## config.mk

```make
export PLATFORM = sky130hd
export DESIGN_NAME = mono_frame_row_to_page_transpose_unit_flat
export DESIGN_NICKNAME = d
export VERILOG_FILES = /design/src/hdl/mfrt_pkg.sv /design/src/hdl/mfrt_ifs.sv /design/src/hdl/mfrt_front.sv /design/src/hdl/mfrt_tile_fifo.sv /design/src/hdl/mfrt_back.sv /design/src/hdl/mono_frame_row_to_page_transpose_unit.sv /design/src/flat_wrapper.sv
export SDC_FILE = /design/constraint.sdc
export NUM_CORES = 2
export LEC_CHECK = 0
export ABC_CLOCK_PERIOD_IN_PS = 8100
export BUFFER_PORTS_ARGS = -buffer_cell sky130_fd_sc_hd__buf_2
export CAP_MARGIN = 25
export CORE_ASPECT_RATIO = 2
export CORE_MARGIN = 5
export CORE_UTILIZATION = 40
export CTS_BUF_LIST = sky130_fd_sc_hd__clkbuf_16
export CTS_CLUSTER_DIAMETER = 50
export DETAILED_ROUTE_END_ITERATION = 7
export PLACE_DENSITY_LB_ADDON = 0.15
export SLEW_MARGIN = 15
export SYNTH_ARGS = -nofsm -noshare
export SYNTH_HDL_FRONTEND = slang
export SYNTH_SLANG_ARGS = --single-unit
```

## constraint.sdc

```tcl
create_clock -name clk -period 8.1 [get_ports clk]
set_clock_uncertainty 0.15 [all_clocks]
set_input_delay 1.62 -clock clk [delete_from_list [all_inputs] [get_ports clk]]
set_output_delay 1.62 -clock clk [all_outputs]
set_load 0.01 [all_outputs]
```

## src/hdl/mfrt_pkg.sv

```systemverilog
package mfrt_pkg;

  localparam int SCREEN_WIDTH  = 128;
  localparam int SCREEN_HEIGHT = 64;

  localparam int ROW_BYTES   = SCREEN_WIDTH / 8;
  localparam int COL_W       = (ROW_BYTES > 1) ? $clog2(ROW_BYTES) : 1;
  localparam int ROW_W       = $clog2(SCREEN_HEIGHT);
  localparam int QUEUE_DEPTH = ROW_BYTES;
  localparam int QPTR_W      = (QUEUE_DEPTH > 1) ? $clog2(QUEUE_DEPTH) : 1;
  localparam int QCNT_W      = $clog2(QUEUE_DEPTH + 1);

  localparam logic [2:0] LAST_SUB = 3'd7;

  typedef logic [6:0][7:0] stored_rows_t;

  typedef struct packed {
    logic [7:0][7:0] rows;
    logic            frame_last;
  } tile_t;

  function automatic logic [7:0] tile_column(input logic [7:0][7:0] rows,
                                             input logic [2:0] col);
    logic [7:0] result;
    for (int r = 0; r < 8; r++) begin
      result[r] = rows[r][col];
    end
    return result;
  endfunction

endpackage

```

## src/hdl/mfrt_ifs.sv

```systemverilog
interface mfrt_pixel_if;
  logic       valid;
  logic       ready;
  logic [7:0] pixel_byte;
  logic       frame_start;

  modport source(output valid, output pixel_byte, output frame_start, input ready);
  modport sink(input valid, input pixel_byte, input frame_start, output ready);
endinterface

interface mfrt_column_if;
  logic       valid;
  logic       ready;
  logic [7:0] column_byte;
  logic       tile_last;
  logic       frame_end;

  modport source(output valid, output column_byte, output tile_last, output frame_end,
                 input ready);
  modport sink(input valid, input column_byte, input tile_last, input frame_end,
               output ready);
endinterface

```

## src/hdl/mfrt_front.sv

```systemverilog
module mfrt_front
  import mfrt_pkg::*;
(
  input  logic               clk,
  input  logic               rst,
  mfrt_pixel_if.sink         pixels,
  output logic               tile_valid,
  input  logic               tile_ready,
  output tile_t              tile
);

  stored_rows_t row_mem [ROW_BYTES];

  logic [COL_W-1:0] byte_column;
  logic [ROW_W-1:0] row_position;
  logic [COL_W-1:0] byte_column_next;
  logic [ROW_W-1:0] row_position_next;

  logic             s1_valid;
  logic [7:0]       s1_px;
  logic             s1_last;
  stored_rows_t     rd_rows;

  logic [COL_W-1:0] col_cur;
  logic [ROW_W-1:0] row_cur;
  logic [2:0]       sub;
  logic             accept;
  logic             push;
  logic             col_end;
  logic             row_end;

  assign col_cur = pixels.frame_start ? '0 : byte_column;
  assign row_cur = pixels.frame_start ? '0 : row_position;
  assign sub     = row_cur[2:0];
  assign col_end = (col_cur == COL_W'(ROW_BYTES - 1));
  assign row_end = (row_cur == ROW_W'(SCREEN_HEIGHT - 1));

  assign push         = s1_valid && tile_ready;
  assign pixels.ready = !s1_valid || tile_ready;
  assign accept       = pixels.valid && pixels.ready;

  always_comb begin
    if (col_end) begin
      byte_column_next  = '0;
      row_position_next = row_end ? '0 : row_cur + ROW_W'(1);
    end else begin
      byte_column_next  = col_cur + COL_W'(1);
      row_position_next = row_cur;
    end
  end

  always_ff @(posedge clk) begin
    if (rst) begin
      byte_column  <= '0;
      row_position <= '0;
    end else if (accept) begin
      byte_column  <= byte_column_next;
      row_position <= row_position_next;
    end
  end

  always_ff @(posedge clk) begin
    if (accept && sub != LAST_SUB) begin
      row_mem[col_cur][sub] <= pixels.pixel_byte;
    end
  end

  always_ff @(posedge clk) begin
    if (accept && sub == LAST_SUB) begin
      rd_rows <= row_mem[col_cur];
      s1_px   <= pixels.pixel_byte;
      s1_last <= row_end && col_end;
    end
  end

  always_ff @(posedge clk) begin
    if (rst) begin
      s1_valid <= 1'b0;
    end else if (accept && sub == LAST_SUB) begin
      s1_valid <= 1'b1;
    end else if (push) begin
      s1_valid <= 1'b0;
    end
  end

  assign tile_valid      = s1_valid;
  assign tile.rows       = {s1_px, rd_rows};
  assign tile.frame_last = s1_last;

  a_stall_only_when_full: assert property (@(posedge clk) disable iff (rst)
    !pixels.ready |-> (s1_valid && !tile_ready))
    else $error("pixel request stalled without a pending tile");

  a_tile_holds: assert property (@(posedge clk) disable iff (rst)
    (tile_valid && !tile_ready) |=> (tile_valid && $stable(tile)))
    else $error("pending tile changed before it was queued");

endmodule

```

## src/hdl/mfrt_tile_fifo.sv

```systemverilog
module mfrt_tile_fifo
  import mfrt_pkg::*;
(
  input  logic  clk,
  input  logic  rst,
  input  logic  push_valid,
  output logic  push_ready,
  input  tile_t push_data,
  output logic  pop_valid,
  input  logic  pop_ready,
  output tile_t pop_data
);

  tile_t              entries [QUEUE_DEPTH];
  logic [QPTR_W-1:0]  head;
  logic [QPTR_W-1:0]  tail;
  logic [QCNT_W-1:0]  count;
  logic               push;
  logic               pop;

  assign push_ready = (count != QCNT_W'(QUEUE_DEPTH));
  assign pop_valid  = (count != '0);
  assign push       = push_valid && push_ready;
  assign pop        = pop_valid && pop_ready;
  assign pop_data   = entries[head];

  always_ff @(posedge clk) begin
    if (push) begin
      entries[tail] <= push_data;
    end
  end

  always_ff @(posedge clk) begin
    if (rst) begin
      head  <= '0;
      tail  <= '0;
      count <= '0;
    end else begin
      if (push) begin
        tail <= (tail == QPTR_W'(QUEUE_DEPTH - 1)) ? '0 : tail + QPTR_W'(1);
      end
      if (pop) begin
        head <= (head == QPTR_W'(QUEUE_DEPTH - 1)) ? '0 : head + QPTR_W'(1);
      end
      if (push && !pop) begin
        count <= count + QCNT_W'(1);
      end else if (pop && !push) begin
        count <= count - QCNT_W'(1);
      end
    end
  end

  a_count_tracks: assert property (@(posedge clk) disable iff (rst)
    (push && !pop) |=> (count == $past(count) + QCNT_W'(1)))
    else $error("tile queue count did not follow a push");

endmodule

```

## src/hdl/mfrt_back.sv

```systemverilog
module mfrt_back
  import mfrt_pkg::*;
(
  input  logic          clk,
  input  logic          rst,
  input  logic          tile_valid,
  output logic          tile_ready,
  input  tile_t         tile,
  mfrt_column_if.source columns
);

  tile_t      cur;
  logic       busy;
  logic [2:0] idx;
  logic       emit;
  logic       load;
  logic       out_valid;
  logic [7:0] out_byte;
  logic       out_tile_last;
  logic       out_frame_end;

  assign emit       = busy && (!out_valid || columns.ready);
  assign tile_ready = !busy || (emit && idx == LAST_SUB);
  assign load       = tile_valid && tile_ready;

  always_ff @(posedge clk) begin
    if (rst) begin
      busy <= 1'b0;
      idx  <= '0;
    end else begin
      if (load) begin
        busy <= 1'b1;
      end else if (emit && idx == LAST_SUB) begin
        busy <= 1'b0;
      end
      if (emit) begin
        idx <= idx + 3'd1;
      end
    end
  end

  always_ff @(posedge clk) begin
    if (load) begin
      cur <= tile;
    end
  end

  always_ff @(posedge clk) begin
    if (rst) begin
      out_valid <= 1'b0;
    end else if (emit) begin
      out_valid <= 1'b1;
    end else if (columns.ready) begin
      out_valid <= 1'b0;
    end
  end

  always_ff @(posedge clk) begin
    if (emit) begin
      out_byte      <= tile_column(cur.rows, idx);
      out_tile_last <= (idx == LAST_SUB);
      out_frame_end <= (idx == LAST_SUB) && cur.frame_last;
    end
  end

  assign columns.valid       = out_valid;
  assign columns.column_byte = out_byte;
  assign columns.tile_last   = out_tile_last;
  assign columns.frame_end   = out_frame_end;

  a_idle_index_zero: assert property (@(posedge clk) disable iff (rst)
    !busy |-> (idx == 3'd0))
    else $error("column index left nonzero while no tile is held");

  a_eighth_marks_last: assert property (@(posedge clk) disable iff (rst)
    (emit && idx == LAST_SUB) |=> (columns.valid && columns.tile_last))
    else $error("eighth column of a tile was not marked last");

  a_frame_end_on_last: assert property (@(posedge clk) disable iff (rst)
    (columns.valid && columns.frame_end) |-> columns.tile_last)
    else $error("frame end raised on a column that does not close a tile");

endmodule

```

## src/hdl/mono_frame_row_to_page_transpose_unit.sv

```systemverilog
// Turns a one-bit-per-pixel frame sent as row-major bytes (bit 0 leftmost) into
// page-major column bytes (bit 0 topmost), one pixel request and one column
// request per cycle sustained while the column sink stays ready. The first
// seven rows of each eight-row page are held in a row store of SCREEN_WIDTH/8
// words, each word holding one byte from each of those seven rows. Each byte
// of a page's eighth row is accepted, reads the store into a registered tile,
// and that tile enters a tile queue one row long once the queue has room; the
// back part takes one tile at a time and sends its eight column bytes at one
// per cycle while the column sink is ready. Pixel requests stall only when that
// queue is full and a tile waits to enter it. The store has no reset, so a
// page's tiles are correct only once its first seven rows have been sent;
// frame_start restarts the position at the top left.
module mono_frame_row_to_page_transpose_unit
  import mfrt_pkg::*;
(
  input  logic          clk,
  input  logic          rst,
  mfrt_pixel_if.sink    pixels,
  mfrt_column_if.source columns
);

  logic  push_valid;
  logic  push_ready;
  tile_t push_data;
  logic  pop_valid;
  logic  pop_ready;
  tile_t pop_data;

  mfrt_front u_front (
    .clk        (clk),
    .rst        (rst),
    .pixels     (pixels),
    .tile_valid (push_valid),
    .tile_ready (push_ready),
    .tile       (push_data)
  );

  mfrt_tile_fifo u_fifo (
    .clk        (clk),
    .rst        (rst),
    .push_valid (push_valid),
    .push_ready (push_ready),
    .push_data  (push_data),
    .pop_valid  (pop_valid),
    .pop_ready  (pop_ready),
    .pop_data   (pop_data)
  );

  mfrt_back u_back (
    .clk        (clk),
    .rst        (rst),
    .tile_valid (pop_valid),
    .tile_ready (pop_ready),
    .tile       (pop_data),
    .columns    (columns)
  );

endmodule
```

## src/flat_wrapper.sv

```systemverilog
// flat-port wrapper written by rule: the top's interface ports become plain ports
module mono_frame_row_to_page_transpose_unit_flat import mfrt_pkg::*;
  (clk, rst, pixels_valid, pixels_pixel_byte, pixels_frame_start, pixels_ready, columns_valid, columns_column_byte, columns_tile_last, columns_frame_end, columns_ready);
  mfrt_pixel_if pixels_i ();
  mfrt_column_if columns_i ();
  input  logic clk;
  input  logic rst;
  input wire logic [$bits(pixels_i.valid)-1:0] pixels_valid;
  input wire logic [$bits(pixels_i.pixel_byte)-1:0] pixels_pixel_byte;
  input wire logic [$bits(pixels_i.frame_start)-1:0] pixels_frame_start;
  output wire logic [$bits(pixels_i.ready)-1:0] pixels_ready;
  output wire logic [$bits(columns_i.valid)-1:0] columns_valid;
  output wire logic [$bits(columns_i.column_byte)-1:0] columns_column_byte;
  output wire logic [$bits(columns_i.tile_last)-1:0] columns_tile_last;
  output wire logic [$bits(columns_i.frame_end)-1:0] columns_frame_end;
  input wire logic [$bits(columns_i.ready)-1:0] columns_ready;
  assign pixels_i.valid = pixels_valid;
  assign pixels_i.pixel_byte = pixels_pixel_byte;
  assign pixels_i.frame_start = pixels_frame_start;
  assign pixels_ready = pixels_i.ready;
  assign columns_valid = columns_i.valid;
  assign columns_column_byte = columns_i.column_byte;
  assign columns_tile_last = columns_i.tile_last;
  assign columns_frame_end = columns_i.frame_end;
  assign columns_i.ready = columns_ready;
  mono_frame_row_to_page_transpose_unit u_core (.clk(clk), .rst(rst), .pixels(pixels_i), .columns(columns_i));
endmodule
```

==> impl_metrics.csv <==
group,metric,value,unit
routing,detail_route.vias_per_cell,5.44,
pwr,pwr_density_cell,267,nW/um^2
logic_synthesis,yosysWarningCount,0,
global_routing,grt_usage,0.191,
pwr,p_leak,0.0279,uW
logic_synthesis,synth-edff-count,2076,
floorplanning,die_span_in_x,329,um
placement,io_buffers,24,
placement,gp_routability_congestion,0.830,
floorplanning,floorplan.rows,234,
floorplanning,die_area,213000,um^2
clock_network,cts_hold_buf,0,
timing,setup_tns,0,ps
logic_synthesis,syn-instance-count,4504,
logic_synthesis,syn-mean-instance-area,18.1,um^2
clock_network,worstSkewPairLatency,810,ps
status,run_status,"completed",
timing,maxClockFrequency,212,MHz
logic_synthesis,syn-cell-area,81400,um^2
routing,post-route-drc-count,0,
logic_synthesis,yosys_register_bits,2105,
timing,timing_hold_violations_final,0,
global_routing,gr-usage-met1,0.219,
timing,unrepaired_setup_endpoints_after_global_routing,"false",
floorplanning,initial_utilization,0.401,
clock_network,post_cts.repair.setup_buffers,0,
logic_synthesis,synth_flop_cell,"edfxtp_1",
floorplanning,io-pin-count,25,
timing,slew-limit-headroom,0.227,
finish,post-route-cell-area,90600,um^2
global_routing,grt_overflow_total,0,
clock_network,clk_root_buffer_cell,"clkbuf_16",
critical_path,worst-setup-path-type,"reg2reg",
global_routing,via_count_of_the_first_global_routing_pass,43045,
global_routing,top_usage_layer,"met2",
logic_synthesis,synth-seq-area-share,0.773,
critical_path,endpoint_kind,"register",
global_routing,grt.met3_usage,0.0190,
timing,drv_slew,0,
clock_network,ctsLongestPathBuffers,4,
routing,detail_route.first_pass.iterations,5,
flow_run,cap_viol_max_count,0,
critical_path,timing.critical_path.required,8450,ps
global_routing,grt_first_pass_wirelength,297,mm
clock_network,cts.clk_slew.worst_paths,70,ps
logic_synthesis,yosysUniqueCellTypes,53,
routing,wl_per_cell,27.7,um
routing,drt_first_iter_violations,2854,
global_routing,grt_antenna_before_repair,3,
floorplanning,coreArea,203000,um^2
logic_synthesis,ffs_w_async_s_r_synth,0,
timing,period_share,0.582,
logic_synthesis,mappedNetlistNets,4535,
placement,detailed_place.area,84500,um^2
finish,final_common_cell,"edfxtp_1",
finish,most-common-layout-cells,"edfxtp_1, nand2_1, mux4_2",
global_routing,grt_use_met2,0.363,
global_routing,grt_max_degree,118,
pwr,ir_drop,0.190,mV
timing,period_minus_slack,4720,ps
critical_path,critPathMaxFanout,75,
critical_path,cp_data_arrival_time,5070,ps
timing,hold_slack,367,ps
worst_hold_path,hold_path.class,"reg2reg",
routing,antenna_violating_nets_post_route,0,
clock_network,cts.sinks,2105,
finish,final_net_count,4558,
routing,vias,40189,
critical_path,worst-r2r-setup-slack,3380,ps
finish,areaGrowthSynthToFinish,11.3,%
clock_network,cts_resized,0,
clock_network,h-tree-depth,4,
clock_network,tritoncts,"yes",
placement,dpl.hpwl,116,mm
routing,sum_of_routed_wire_length_over_all_layers,205,mm
clock_network,clock_buffers_created_by_tritoncts,186,
finish,drive_above_1_share,0.165,
timing,worst-slew-pin-transition,1160,ps
critical_path,critical_path.startpoint_type,"register",
floorplanning,die_h,648,um
timing,finalSetupViolations,0,
## flip-flops by register name (all words and copies together), names as in the netlist
register	flops
u_core.u_fifo.count	5
u_core.u_back.columns.valid	1
u_core.u_front.tile	56
u_core.u_back.idx	3
u_core.u_back.columns.column_byte	8
u_core.u_back.columns.tile_last	1
u_core.u_back.cur	65
u_core.u_fifo.tail	4
u_core.u_front.row_position	6
u_core.u_front.tile_valid	1
u_core.u_fifo.head	4
u_core.u_front.s1_last	1
u_core.u_front.byte_column	4
u_core.u_back.busy	1
u_core.u_front.row_mem	896
u_core.u_back.columns.frame_end	1
u_core.u_front.s1_px	8
u_core.u_fifo.entries	1040
## critical path: stages, from the launching register on
cell and delay [ps]:
dfxtp_4 880, buf_4 600, buf_4 760, buf_4 860, nor2b_1 170, a211oi_1 320, a311oi_1 100, a31oi_1 240
nand2_1 180
## where the power goes
part / leakage (uW) / total, uW / internal, uW / switching [uW]
clock network: 0.00308 / 8890 / 5030 / 3860
registers: 0.0190 / 12400 / 12200 / 197
logic: 0.00586 / 2840 / 1330 / 1510
total: 0.0279 / 24100 / 18600 / 5560
## routing by layer
metal,part of all wire,vias up
li1,-,17831
met1,0.38,21180
met2,0.55,830
met3,0.031,346
met4,0.041,2
met5,0.000063,-
## synth_stat cells, types with 77 or more instances
library cell	instances	area [um^2]
a211oi_1	139	1040
a21oi_1	246	1230
buf_2	97	485
clkbuf_1	123	462
edfxtp_1	2076	62300
mux2_2	91	1020
mux2i_1	141	1410
mux4_2	276	6220
nand2_1	574	2150
nand3_1	77	385
nor2_1	155	582
nor2b_1	139	870
## final cells by class
cell class,instances,area [um^2]
clock inverter,137,1240
multi-input combinational,2107,17200
clock buffer,191,4780
antenna,2,5.00
inverter,13,61.3
timing repair buffer,114,975
sequential,2105,62900
fill,17398,112000
tap,2714,3400
## metrics by stage
stage	power [uW]	std cells	setup slack [ps]	util
after detailed placement	15600	7052	2650	0.417
after CTS	24500	7380	3260	0.446
final	24100	7383	3380	0.446
after global routing	25100	7382	3070	0.446
after floorplan	14800	4504	1810	-
after global placement	15600	7048	2450	0.416
## kinds of logic (layout without fill, tap and decap cells)
family	count (synthesis)	in the layout	share of synthesized area
flip-flops	2105	2105	0.773
AND/OR/NAND/NOR	979	979	0.0518
AO/OA/AOI/OAI	595	595	0.0476
multiplexers	508	508	0.106
buffers and inverters	292	455	0.0179
adder cells (fa/ha/maj)	18	18	0.00286
XOR/XNOR	7	7	0.000753
other	0	2	0
## path summary, 6_finish.rpt
check,start,endpoint,cells past startpoint
max,u_core.u_front.byte_column[0]$_SDFFE_PP0P_,u_core.u_front.tile[34]$_DFFE_PP_,8
min,u_core.u_front.row_position[5]$_SDFFE_PP0P_,u_core.u_front.row_position[5]$_SDFFE_PP0P_,2
max reg2reg,u_core.u_front.byte_column[0]$_SDFFE_PP0P_,u_core.u_front.tile[34]$_DFFE_PP_,8
min reg2reg,u_core.u_front.row_position[5]$_SDFFE_PP0P_,u_core.u_front.row_position[5]$_SDFFE_PP0P_,2
No activity file was read; power rests on OpenSTA's default activity.
